### config.mk
export PLATFORM = sky130hd
export DESIGN_NAME = aimd_congestion_window_sender
export DESIGN_NICKNAME = d
export VERILOG_FILES = /design/src/rtl/aimd_pkg.sv /design/src/rtl/aimd_congestion_window_sender.sv
export SDC_FILE = /design/constraint.sdc
export NUM_CORES = 2
export LEC_CHECK = 0
export ABC_CLOCK_PERIOD_IN_PS = 11300
export BUFFER_PORTS_ARGS = -buffer_cell sky130_fd_sc_hd__buf_4
export CAP_MARGIN = 40
export CORE_AREA = 2 2 574 576
export DETAILED_ROUTE_END_ITERATION = 10
export DIE_AREA = 0 0 576 578
export GPL_TIMING_DRIVEN = 0
export PLACE_DENSITY = 0.73
export REMOVE_ABC_BUFFERS = 1
export SYNTH_ARGS = -nofsm -noshare
export SYNTH_HDL_FRONTEND = slang
export SYNTH_SLANG_ARGS = --single-unit
export TNS_END_PERCENT = 30
### constraint.sdc
create_clock -name clk -period 11.3 [get_ports clk]
set_clock_uncertainty 0.2 [all_clocks]
set_input_delay 1.695 -clock clk [delete_from_list [all_inputs] [get_ports clk]]
set_output_delay 1.695 -clock clk [all_outputs]
set_load 0.01 [all_outputs]
### src/rtl/aimd_pkg.sv
// ----------------------------------------------------------------------------
// aimd_pkg: shared types and constants of the AIMD window sender
// Packet codes, register indexes, table geometry and the sequencer states.
// ----------------------------------------------------------------------------
package aimd_pkg;

	// table of outstanding sequence numbers
	localparam int NSLOTS  = 64;
	localparam int SLOT_AW = 6;
	localparam int SEQ_W   = 32;

	// window and threshold
	localparam int WINDOW_MAX_DEF = 64;
	localparam int THR_W          = 21;
	localparam logic [THR_W-1:0] THR_RESET = 21'h10_0000;

	// item function codes
	localparam logic FUNC_RECV = 1'b0;
	localparam logic FUNC_TICK = 1'b1;

	// packet type codes
	localparam logic [1:0] PKT_NONE = 2'd0;
	localparam logic [1:0] PKT_PSH  = 2'd1;
	localparam logic [1:0] PKT_ACK  = 2'd2;

	// configuration register indexes
	localparam int CFG_IDX_W = 3;
	localparam logic [CFG_IDX_W-1:0] CFG_NODE_ID  = 3'd0;
	localparam logic [CFG_IDX_W-1:0] CFG_DEST_ID  = 3'd1;
	localparam logic [CFG_IDX_W-1:0] CFG_ADD_STEP = 3'd2;
	localparam logic [CFG_IDX_W-1:0] CFG_DEC_FACT = 3'd3;
	localparam logic [CFG_IDX_W-1:0] CFG_TIMEOUT  = 3'd4;

	// register reset values
	localparam logic [6:0]  ADD_STEP_RESET = 7'd1;
	localparam logic [8:0]  DEC_FACT_RESET = 9'd128;
	localparam logic [15:0] TIMEOUT_RESET  = 16'd3;

	typedef enum logic [2:0] {
		ST_IDLE,
		ST_RESP,
		ST_ACK_SCAN,
		ST_AGE_SCAN,
		ST_DECIDE,
		ST_MATCH_SCAN,
		ST_FREE_WALK,
		ST_EMIT
	} state_t;

endpackage

### src/rtl/aimd_congestion_window_sender.sv
// ----------------------------------------------------------------------------
// aimd_congestion_window_sender: windowed sender with AIMD congestion window
// Answers PSH packets with ACKs, retires acknowledged sequence numbers, and on
// each send tick either backs off after a timeout or fills the window.
// ----------------------------------------------------------------------------
//
//  channel | signals                                        | dir | handshake
//  --------+------------------------------------------------+-----+----------
//  input   | func pkt_type pkt_src pkt_seq round_now        | in  | in_valid/in_ready
//  output  | out_type out_dst out_src out_seq last          | out | out_valid/out_ready
//  config  | cfg_idx cfg_wdata                              | in  | cfg_we
//
//  One slot-table walk reads the sequence/time memory at one slot per cycle
//  through a single compare unit, so its length sets how long an item holds
//  the sequencer. A received PSH waits only for the output register; a
//  received ACK walks the 64-slot table until its entry is found. A send
//  tick walks all slots for age, then decides; per emitted packet it walks
//  to the lowest free slot, skipping occupied ones, and when an outstanding
//  entry lies just ahead of the next sequence, each packet first needs a
//  match walk of the table.
//  Reset clears the valid bits at once: no clearing pass. A stalled
//  output holds the emit and response steps; in_ready is high only when idle.
//
module aimd_congestion_window_sender #(
	parameter int WINDOW_MAX = aimd_pkg::WINDOW_MAX_DEF
) (
	input  logic                          clk,
	input  logic                          arst_n,
	// configuration
	input  logic                          cfg_we,
	input  logic [aimd_pkg::CFG_IDX_W-1:0] cfg_idx,
	input  logic [15:0]                   cfg_wdata,
	// input items
	input  logic                          in_valid,
	output logic                          in_ready,
	input  logic                          func,
	input  logic [1:0]                    pkt_type,
	input  logic [15:0]                   pkt_src,
	input  logic [31:0]                   pkt_seq,
	input  logic [31:0]                   round_now,
	// result items
	output logic                          out_valid,
	input  logic                          out_ready,
	output logic [1:0]                    out_type,
	output logic [15:0]                   out_dst,
	output logic [15:0]                   out_src,
	output logic [31:0]                   out_seq,
	output logic                          last
);

	localparam int AW  = aimd_pkg::SLOT_AW;
	localparam int NS  = aimd_pkg::NSLOTS;
	localparam int SW  = aimd_pkg::SEQ_W;
	localparam int TW  = aimd_pkg::THR_W;
	localparam int WW  = $clog2(WINDOW_MAX + 1);
	localparam int PW  = 9 + WW;

	// configuration registers
	logic [15:0] node_id_q, dest_id_q, tmo_q;
	logic [6:0]  add_step_q;
	logic [8:0]  dec_fact_q;

	// block state
	aimd_pkg::state_t state_q, state_d;
	logic [WW-1:0] window_q;
	logic [TW-1:0] thr_q;
	logic [SW-1:0] next_seq_q, prev_round_q;
	logic          prv_vld_q;
	logic [NS-1:0] slot_valid_q;

	// captured item
	logic [15:0]   pkt_src_q;
	logic [SW-1:0] pkt_seq_q, now_q;

	// walk control
	logic [AW:0]   idx_q;
	logic          chk_vld_q;
	logic [AW-1:0] chk_idx_q;
	logic [SW-1:0] rd_seq_q, rd_time_q;

	// age walk results
	logic          found_q, near_q;
	logic [AW:0]   count_q;
	logic [SW-1:0] best_q, old_seq_q, old_time_q;

	// emission
	logic [AW:0]   fp_q;
	logic [AW-1:0] emit_slot_q;
	logic          ovw_q;

	// output register
	logic          out_valid_q;
	logic [1:0]    out_type_q;
	logic [15:0]   out_dst_q, out_src_q;
	logic [SW-1:0] out_seq_q;
	logic          last_q;

	// slot memory
	logic [SW-1:0] seq_mem  [NS];
	logic [SW-1:0] time_mem [NS];

	// control decisions
	logic          scanning, issue, chk, hit, scan_done;
	logic [SW-1:0] seq_key, age;
	logic          better, near_hit;
	logic          timeout, room, emit_last, out_free;
	logic          in_acc, out_load, mem_we;
	logic          fp_free;

	// window growth and backoff arithmetic
	logic [7:0]    grow_sum;
	logic [WW-1:0] w_grow;
	logic [TW-1:0] thr_grow, thr_back;
	logic [PW-1:0] back_prod;
	logic          do_grow;

	// ------------------------------------------------------------------------
	// Shared compare unit and walk bookkeeping
	// ------------------------------------------------------------------------
	assign scanning  = (state_q == aimd_pkg::ST_ACK_SCAN) ||
	                   (state_q == aimd_pkg::ST_AGE_SCAN) ||
	                   (state_q == aimd_pkg::ST_MATCH_SCAN);
	assign chk       = chk_vld_q && scanning;
	assign seq_key   = (state_q == aimd_pkg::ST_ACK_SCAN) ? pkt_seq_q : next_seq_q;
	assign hit       = chk && slot_valid_q[chk_idx_q] && (rd_seq_q == seq_key) &&
	                   (state_q != aimd_pkg::ST_AGE_SCAN);
	assign issue     = scanning && !idx_q[AW] && !hit;
	assign scan_done = idx_q[AW] && !chk_vld_q;

	// age of an entry relative to the next sequence
	assign age      = next_seq_q - rd_seq_q;
	assign better   = !found_q || (age > best_q);
	// entry at or just ahead of next_seq: sends may have to overwrite it
	assign near_hit = (age == '0) || (&age[SW-1:AW]);

	assign timeout   = found_q && ((now_q - old_time_q) > SW'(tmo_q));
	assign room      = 8'(count_q) < 8'(window_q);
	assign emit_last = !ovw_q && ((8'(count_q) + 8'd1) >= 8'(window_q));
	assign fp_free   = !slot_valid_q[fp_q[AW-1:0]];
	assign out_free  = !out_valid_q || out_ready;

	// grow, saturate, then raise threshold to the window
	assign grow_sum = 8'(window_q) + 8'(add_step_q);
	assign w_grow   = (grow_sum > 8'(WINDOW_MAX)) ? WW'(WINDOW_MAX) : WW'(grow_sum);
	assign thr_grow = (TW'(w_grow) >= thr_q) ? TW'(w_grow) : thr_q;
	assign do_grow  = (TW'(window_q) < thr_q) || !prv_vld_q || (now_q != prev_round_q);

	// multiplicative decrease: floor(beta * window) + 1
	assign back_prod = PW'(dec_fact_q) * PW'(window_q);
	assign thr_back  = TW'(back_prod >> 8) + TW'(1);

	// ------------------------------------------------------------------------
	// Next state
	// ------------------------------------------------------------------------
	always_comb begin
		state_d = state_q;
		case (state_q)
			aimd_pkg::ST_IDLE: begin
				if (in_valid) begin
					if (func == aimd_pkg::FUNC_TICK)
						state_d = aimd_pkg::ST_AGE_SCAN;
					else if (pkt_type == aimd_pkg::PKT_PSH)
						state_d = aimd_pkg::ST_RESP;
					else if (pkt_type == aimd_pkg::PKT_ACK)
						state_d = aimd_pkg::ST_ACK_SCAN;
				end
			end
			aimd_pkg::ST_RESP: begin
				if (out_free)
					state_d = aimd_pkg::ST_IDLE;
			end
			aimd_pkg::ST_ACK_SCAN: begin
				if (hit || scan_done)
					state_d = aimd_pkg::ST_IDLE;
			end
			aimd_pkg::ST_AGE_SCAN: begin
				if (scan_done)
					state_d = aimd_pkg::ST_DECIDE;
			end
			aimd_pkg::ST_DECIDE: begin
				if (timeout || !room)
					state_d = aimd_pkg::ST_IDLE;
				else if (near_q)
					state_d = aimd_pkg::ST_MATCH_SCAN;
				else
					state_d = aimd_pkg::ST_FREE_WALK;
			end
			aimd_pkg::ST_MATCH_SCAN: begin
				if (hit)
					state_d = aimd_pkg::ST_EMIT;
				else if (scan_done)
					state_d = aimd_pkg::ST_FREE_WALK;
			end
			aimd_pkg::ST_FREE_WALK: begin
				if (fp_q[AW])
					state_d = aimd_pkg::ST_IDLE;
				else if (fp_free)
					state_d = aimd_pkg::ST_EMIT;
			end
			aimd_pkg::ST_EMIT: begin
				if (out_free) begin
					if (emit_last)
						state_d = aimd_pkg::ST_IDLE;
					else if (near_q)
						state_d = aimd_pkg::ST_MATCH_SCAN;
					else
						state_d = aimd_pkg::ST_FREE_WALK;
				end
			end
			default: state_d = aimd_pkg::ST_IDLE;
		endcase
	end

	// ------------------------------------------------------------------------
	// State outputs
	// ------------------------------------------------------------------------
	always_comb begin
		in_ready = 1'b0;
		out_load = 1'b0;
		mem_we   = 1'b0;
		case (state_q)
			aimd_pkg::ST_IDLE: in_ready = 1'b1;
			aimd_pkg::ST_RESP: out_load = out_free;
			aimd_pkg::ST_EMIT: begin
				out_load = out_free;
				mem_we   = out_free;
			end
			default: ;
		endcase
	end

	assign in_acc = in_valid && in_ready;

	// ------------------------------------------------------------------------
	// Configuration registers
	// ------------------------------------------------------------------------
	always_ff @(posedge clk or negedge arst_n) begin
		if (!arst_n) begin
			node_id_q  <= '0;
			dest_id_q  <= '0;
			add_step_q <= aimd_pkg::ADD_STEP_RESET;
			dec_fact_q <= aimd_pkg::DEC_FACT_RESET;
			tmo_q      <= aimd_pkg::TIMEOUT_RESET;
		end else if (cfg_we) begin
			case (cfg_idx)
				aimd_pkg::CFG_NODE_ID:  node_id_q  <= cfg_wdata;
				aimd_pkg::CFG_DEST_ID:  dest_id_q  <= cfg_wdata;
				aimd_pkg::CFG_ADD_STEP: add_step_q <= cfg_wdata[6:0];
				aimd_pkg::CFG_DEC_FACT: dec_fact_q <= cfg_wdata[8:0];
				aimd_pkg::CFG_TIMEOUT:  tmo_q      <= cfg_wdata;
				default: ;
			endcase
		end
	end

	// ------------------------------------------------------------------------
	// Sequencer control and window state
	// ------------------------------------------------------------------------
	always_ff @(posedge clk or negedge arst_n) begin
		if (!arst_n) begin
			state_q      <= aimd_pkg::ST_IDLE;
			window_q     <= WW'(1);
			thr_q        <= aimd_pkg::THR_RESET;
			next_seq_q   <= '0;
			prev_round_q <= '0;
			prv_vld_q    <= 1'b0;
			slot_valid_q <= '0;
			idx_q        <= '0;
			chk_vld_q    <= 1'b0;
			found_q      <= 1'b0;
			near_q       <= 1'b0;
			count_q      <= '0;
			fp_q         <= '0;
			ovw_q        <= 1'b0;
			out_valid_q  <= 1'b0;
		end else begin
			state_q   <= state_d;
			chk_vld_q <= issue;

			// advance the walk index, restart it outside a walk
			if (scanning)
				idx_q <= idx_q + (AW+1)'(issue);
			else
				idx_q <= '0;

			// start of a send tick
			if (in_acc && func == aimd_pkg::FUNC_TICK) begin
				found_q <= 1'b0;
				near_q  <= 1'b0;
				count_q <= '0;
			end

			// retire an acknowledged entry and, when do_grow allows, grow the window
			if (state_q == aimd_pkg::ST_ACK_SCAN && hit) begin
				slot_valid_q[chk_idx_q] <= 1'b0;
				if (do_grow) begin
					window_q <= w_grow;
					thr_q    <= thr_grow;
				end
				prev_round_q <= now_q;
				prv_vld_q    <= 1'b1;
			end

			// count outstanding entries and track the oldest
			if (state_q == aimd_pkg::ST_AGE_SCAN && chk && slot_valid_q[chk_idx_q]) begin
				count_q <= count_q + (AW+1)'(1);
				if (better)
					found_q <= 1'b1;
				if (near_hit)
					near_q <= 1'b1;
			end

			// timeout: rewind and back off; otherwise prepare to fill
			if (state_q == aimd_pkg::ST_DECIDE) begin
				fp_q <= '0;
				if (timeout) begin
					next_seq_q   <= old_seq_q;
					slot_valid_q <= '0;
					thr_q        <= thr_back;
					window_q     <= WW'(1);
				end
			end

			// reuse the slot that already holds next_seq
			if (state_q == aimd_pkg::ST_MATCH_SCAN && hit)
				ovw_q <= 1'b1;

			// find the lowest free slot
			if (state_q == aimd_pkg::ST_FREE_WALK && !fp_q[AW]) begin
				if (fp_free)
					ovw_q <= 1'b0;
				else
					fp_q <= fp_q + (AW+1)'(1);
			end

			// send one packet
			if (mem_we) begin
				slot_valid_q[emit_slot_q] <= 1'b1;
				next_seq_q <= next_seq_q + SW'(1);
				if (!ovw_q)
					count_q <= count_q + (AW+1)'(1);
			end

			// output register valid
			if (out_load)
				out_valid_q <= 1'b1;
			else if (out_ready)
				out_valid_q <= 1'b0;
		end
	end

	// ------------------------------------------------------------------------
	// Payload registers
	// ------------------------------------------------------------------------
	always_ff @(posedge clk) begin
		chk_idx_q <= idx_q[AW-1:0];

		// capture the item
		if (in_acc) begin
			pkt_src_q <= pkt_src;
			pkt_seq_q <= pkt_seq;
			now_q     <= round_now;
		end

		// hold the oldest entry seen so far
		if (state_q == aimd_pkg::ST_AGE_SCAN && chk && slot_valid_q[chk_idx_q] && better) begin
			best_q     <= age;
			old_seq_q  <= rd_seq_q;
			old_time_q <= rd_time_q;
		end

		// pick the slot for the next packet
		if (state_q == aimd_pkg::ST_MATCH_SCAN && hit)
			emit_slot_q <= chk_idx_q;
		else if (state_q == aimd_pkg::ST_FREE_WALK && !fp_q[AW] && fp_free)
			emit_slot_q <= fp_q[AW-1:0];

		// load a result item
		if (out_load) begin
			out_src_q <= node_id_q;
			if (state_q == aimd_pkg::ST_RESP) begin
				out_type_q <= aimd_pkg::PKT_ACK;
				out_dst_q  <= pkt_src_q;
				out_seq_q  <= pkt_seq_q;
				last_q     <= 1'b1;
			end else begin
				out_type_q <= aimd_pkg::PKT_PSH;
				out_dst_q  <= dest_id_q;
				out_seq_q  <= next_seq_q;
				last_q     <= emit_last;
			end
		end
	end

	// ------------------------------------------------------------------------
	// Slot memory: one write port, one registered read port
	// ------------------------------------------------------------------------
	always_ff @(posedge clk) begin
		if (mem_we) begin
			seq_mem[emit_slot_q]  <= next_seq_q;
			time_mem[emit_slot_q] <= now_q;
		end
		rd_seq_q  <= seq_mem[idx_q[AW-1:0]];
		rd_time_q <= time_mem[idx_q[AW-1:0]];
	end

	assign out_valid = out_valid_q;
	assign out_type  = out_type_q;
	assign out_dst   = out_dst_q;
	assign out_src   = out_src_q;
	assign out_seq   = out_seq_q;
	assign last      = last_q;

endmodule

==> results.json <==
{
  "detail_route.vias_per_cell": 7.07,
  "layout-area-overhead-vs-synth_pct": 17.5,
  "dp_slack_ns": 4.46,
  "power_switching_uw": 11800,
  "drv_slew": 0,
  "syn_std_cell_area_sq_mm": 0.185,
  "grt_antenna_before_repair": 21,
  "post-synth-top-area-fraction": 0.704,
  "worst_setup_path_end_kind": "flip-flop",
  "cts_tree": "done",
  "run_status": "completed",
  "core_region_area_sq_mm": 0.326,
  "cts.repair.resized": 0,
  "yosys_warnings": 0,
  "finish.cell_count_without_fillers": 14144,
  "post_drt_wl_per_cell_um": 39.2,
  "rows": 210,
  "cts_h_tree_depth": 5,
  "cap_viol_max_count": 0,
  "dp_hpwl_um": 343000,
  "fp.dieH_um": 578,
  "finalWorstPathRequiredPeriod_ns": 7.03,
  "drt-pass1-iter-count": 7,
  "synth_area_leader_cell": "sky130_fd_sc_hd__edfxtp_1",
  "detail_route.iter0.violations": 17405,
  "timing_worst_slew_pin_value_ns": 1.02,
  "final_core_area_utilization": 0.667,
  "finalHoldWorstSlack_ns": 0.207,
  "share_clk_of_total_power": 0.346,
  "later_pin_clock_latency_in_the_skew_report_ns": 1.05,
  "finalWeightedCongestion": 0.925,
  "worstPathRequired_ns": 11.78,
  "postSynthAreaPerCell_sq_um": 21.4,
  "crit_path_start_kind": "flip-flop",
  "worst_setup_hold_path_clk_slew_ns": 0.06,
  "netSwitchingFraction": 0.267,
  "cts_buffers": 449,
  "die_x_um": 576,
  "timing.final.setup_violations": 0,
  "clock_sink_count": 4665,
  "vias": 99933,
  "initial_core_utilization": 0.568,
  "final_layout_size_suffix_gt1_frac": 0.304,
  "ant_nets": 0,
  "rsz0062_at_grt": "false",
  "cp.arrival_ns": 7.51,
  "clockRootBuffer": "sky130_fd_sc_hd__clkbuf_16",
  "finish.net_count": 9715,
  "maximum_number_of_pins_on_one_net_before_global_route_repair": 109,
  "holdCritPathClass": "flip-flop to flip-flop",
  "synth_seq_area_share": 0.746,
  "worst_slew_margin_rel": 0.317,
  "wirelength_um": 554000,
  "worst_ir_drop_vdd_mv": 0.174,
  "biggest_regs": "seq_mem x2048, time_mem x2048, slot_valid_q x64",
  "place.detailed.instances": 13273,
  "power.static_leakage_uw": 0.0685,
  "groute.usage.overall": 0.331,
  "criticalPathCategory": "flip-flop to flip-flop",
  "globalRouteOverflowTotal": 0,
  "final.period_utilization": 0.622,
  "netlist_top_cells_area": "sky130_fd_sc_hd__edfxtp_1 70%, sky130_fd_sc_hd__mux4_2 17%, sky130_fd_sc_hd__dfrtp_1 3.3%",
  "seq_power_share": 0.485,
  "comb_power_share": 0.169,
  "cell_with_the_most_instances_after_synthesis": "sky130_fd_sc_hd__edfxtp_1",
  "top_level_ports": 176,
  "synth.distinct_cells": 89,
  "grt_pass1_vias": 98621,
  "timing.fmax_ghz": 0.142,
  "first_pass_grt_wire_length_um": 761000,
  "n_fill_cell": 19466,
  "cp_max_fo": 18,
  "edff_count_synth": 4345,
  "place.port_buffers": 175,
  "least_setup_slack_across_all_paths_after_layout_ns": 4.27,
  "synth.top_cells.by_count": "4,345 x sky130_fd_sc_hd__edfxtp_1, 1,365 x sky130_fd_sc_hd__mux4_2, 324 x sky130_fd_sc_hd__nand2_1, 301 x sky130_fd_sc_hd__clkbuf_1, 244 x sky130_fd_sc_hd__dfrtp_1",
  "postSynth.asyncResetShare": 0.0536,
  "fp.dieArea_sq_mm": 0.333,
  "total_of_flip_flops_plus_latches_after_synthesis": 4665,
  "timing.final.hold_violations": 0,
  "synthesis.instances": 8638,
  "synth_flop_cell": "sky130_fd_sc_hd__edfxtp_1",
  "power.density_cell_area_mw_per_mm2": 203,
  "power.internal_uw": 32500,
  "detail_route.drc_violations": 0,
  "post-cts-setup-buffers": 0,
  "cts_hold_buffers": 0,
  "cts.path.max_buffers": 4
}
[path summary, 6_finish.rpt]
check                                               start                     endpoint  slack (ns)  cells after the start
worst max-delay path            next_seq_q[0]$_DFFE_PN0P_      old_time_q[9]$_DFFE_PP_        4.27                     23
worst min-delay path             node_id_q[6]$_DFFE_PN0P_         out_src[6]$_DFFE_PP_        0.21                      0
worst max register to register  next_seq_q[0]$_DFFE_PN0P_      old_time_q[9]$_DFFE_PP_        4.27                     23
worst min register to register   node_id_q[6]$_DFFE_PN0P_         out_src[6]$_DFFE_PP_        0.21                      0
max in group asynchronous                          arst_n  prev_round_q[2]$_DFFE_PN0P_        8.87                      3
min in group asynchronous                          arst_n   next_seq_q[25]$_DFFE_PN0P_        0.43                      1
[critical path: stages (launching register included)]
cell,delay [ns]
sky130_fd_sc_hd__dfrtp_2,0.50
sky130_fd_sc_hd__inv_1,0.13
sky130_fd_sc_hd__ha_1,0.18
sky130_fd_sc_hd__inv_1,0.05
sky130_fd_sc_hd__fa_1,0.40
sky130_fd_sc_hd__a21o_1,0.19
sky130_fd_sc_hd__a221oi_1,0.55
sky130_fd_sc_hd__o21ai_0,0.27
sky130_fd_sc_hd__a211oi_1,0.49
sky130_fd_sc_hd__nor3_1,0.20
sky130_fd_sc_hd__o41ai_1,0.57
sky130_fd_sc_hd__o21ai_0,0.23
sky130_fd_sc_hd__xor2_1,0.22
sky130_fd_sc_hd__ha_1,0.32
sky130_fd_sc_hd__nand4_1,0.11
sky130_fd_sc_hd__nor2_1,0.19
sky130_fd_sc_hd__nand2_1,0.10
sky130_fd_sc_hd__nor2b_1,0.11
sky130_fd_sc_hd__o21ai_0,0.15
sky130_fd_sc_hd__a31oi_4,0.67
sky130_fd_sc_hd__buf_16,0.26
sky130_fd_sc_hd__buf_16,0.18
sky130_fd_sc_hd__buf_12,0.18
sky130_fd_sc_hd__buf_16,0.19
[metrics by stage]
step	TNS [ns]	area (sq um)	total power, uW
after floorplan	-2135.63	184000	28300
after global placement	-	190000	30100
after detailed placement	0	203000	29000
after CTS	0	217000	44100
after global routing	0	218000	45500
final	0	218000	44300
[cells in the final DEF (no fill, tap or decap), types with 123 or more instances in the layout]
cell type	count
sky130_fd_sc_hd__mux4_2	1365
sky130_fd_sc_hd__buf_16	193
sky130_fd_sc_hd__dfrtp_1	206
sky130_fd_sc_hd__inv_1	210
sky130_fd_sc_hd__o21ai_0	179
sky130_fd_sc_hd__clkbuf_16	455
sky130_fd_sc_hd__ha_1	182
sky130_fd_sc_hd__edfxtp_1	4345
sky130_fd_sc_hd__buf_4	178
sky130_fd_sc_hd__buf_12	287
sky130_fd_sc_hd__nand2_1	323
sky130_fd_sc_hd__xnor2_1	123
[cell families (layout without fill, tap and decap cells)]
family / after synthesis / in the layout / share of synthesized area
AOI/OAI and AO/OA: 564 / 564 / 0.0192
xor gates and xnor gates: 163 / 163 / 0.00771
adders and majority gates: 218 / 218 / 0.0162
buffers and inverters: 621 / 1763 / 0.0130
DFF: 4665 / 4665 / 0.746
muxes: 1515 / 1515 / 0.175
other: 0 / 18 / 0
and+or+nand+nor: 892 / 892 / 0.0234
[power by group through the flow]
stage | Clock, uW | Sequential [uW] | Combinational (uW)
6_report | 15300 | 21500 | 7470
5_1_grt | 16000 | 21500 | 7990
4_1_cts | 15400 | 21400 | 7320
3_5_place_dp | 0 | 21800 | 7220
3_3_place_gp | 0 | 23100 | 7050
2_1_floorplan | 0 | 22400 | 5900
[final cells by class]
class	instances	area [sq um]	share of cell area
antenna	18	45.0	0.000207
clock buffer	615	12400	0.0570
clock inverter	226	2430	0.0111
inverter	211	795	0.00365
multi-input combinational	3352	45200	0.208
sequential	4665	138000	0.635
tap	4346	5440	0.0250
timing repair buffer	711	13100	0.0602
[metal layers]
| layer | vias to the layer above | wire length (um) | global-route usage | part of all wire |
|---|---|---|---|---|
| li1 | 37482 | - | - | - |
| met1 | 52022 | 190000 | 0.447 | 0.34 |
| met2 | 8732 | 258000 | 0.504 | 0.46 |
| met3 | 1679 | 74900 | 0.0939 | 0.14 |
| met4 | 18 | 31700 | 0.157 | 0.057 |
| met5 | - | 287 | 0 | 0.00052 |
(Power assumes the default switching activity.)
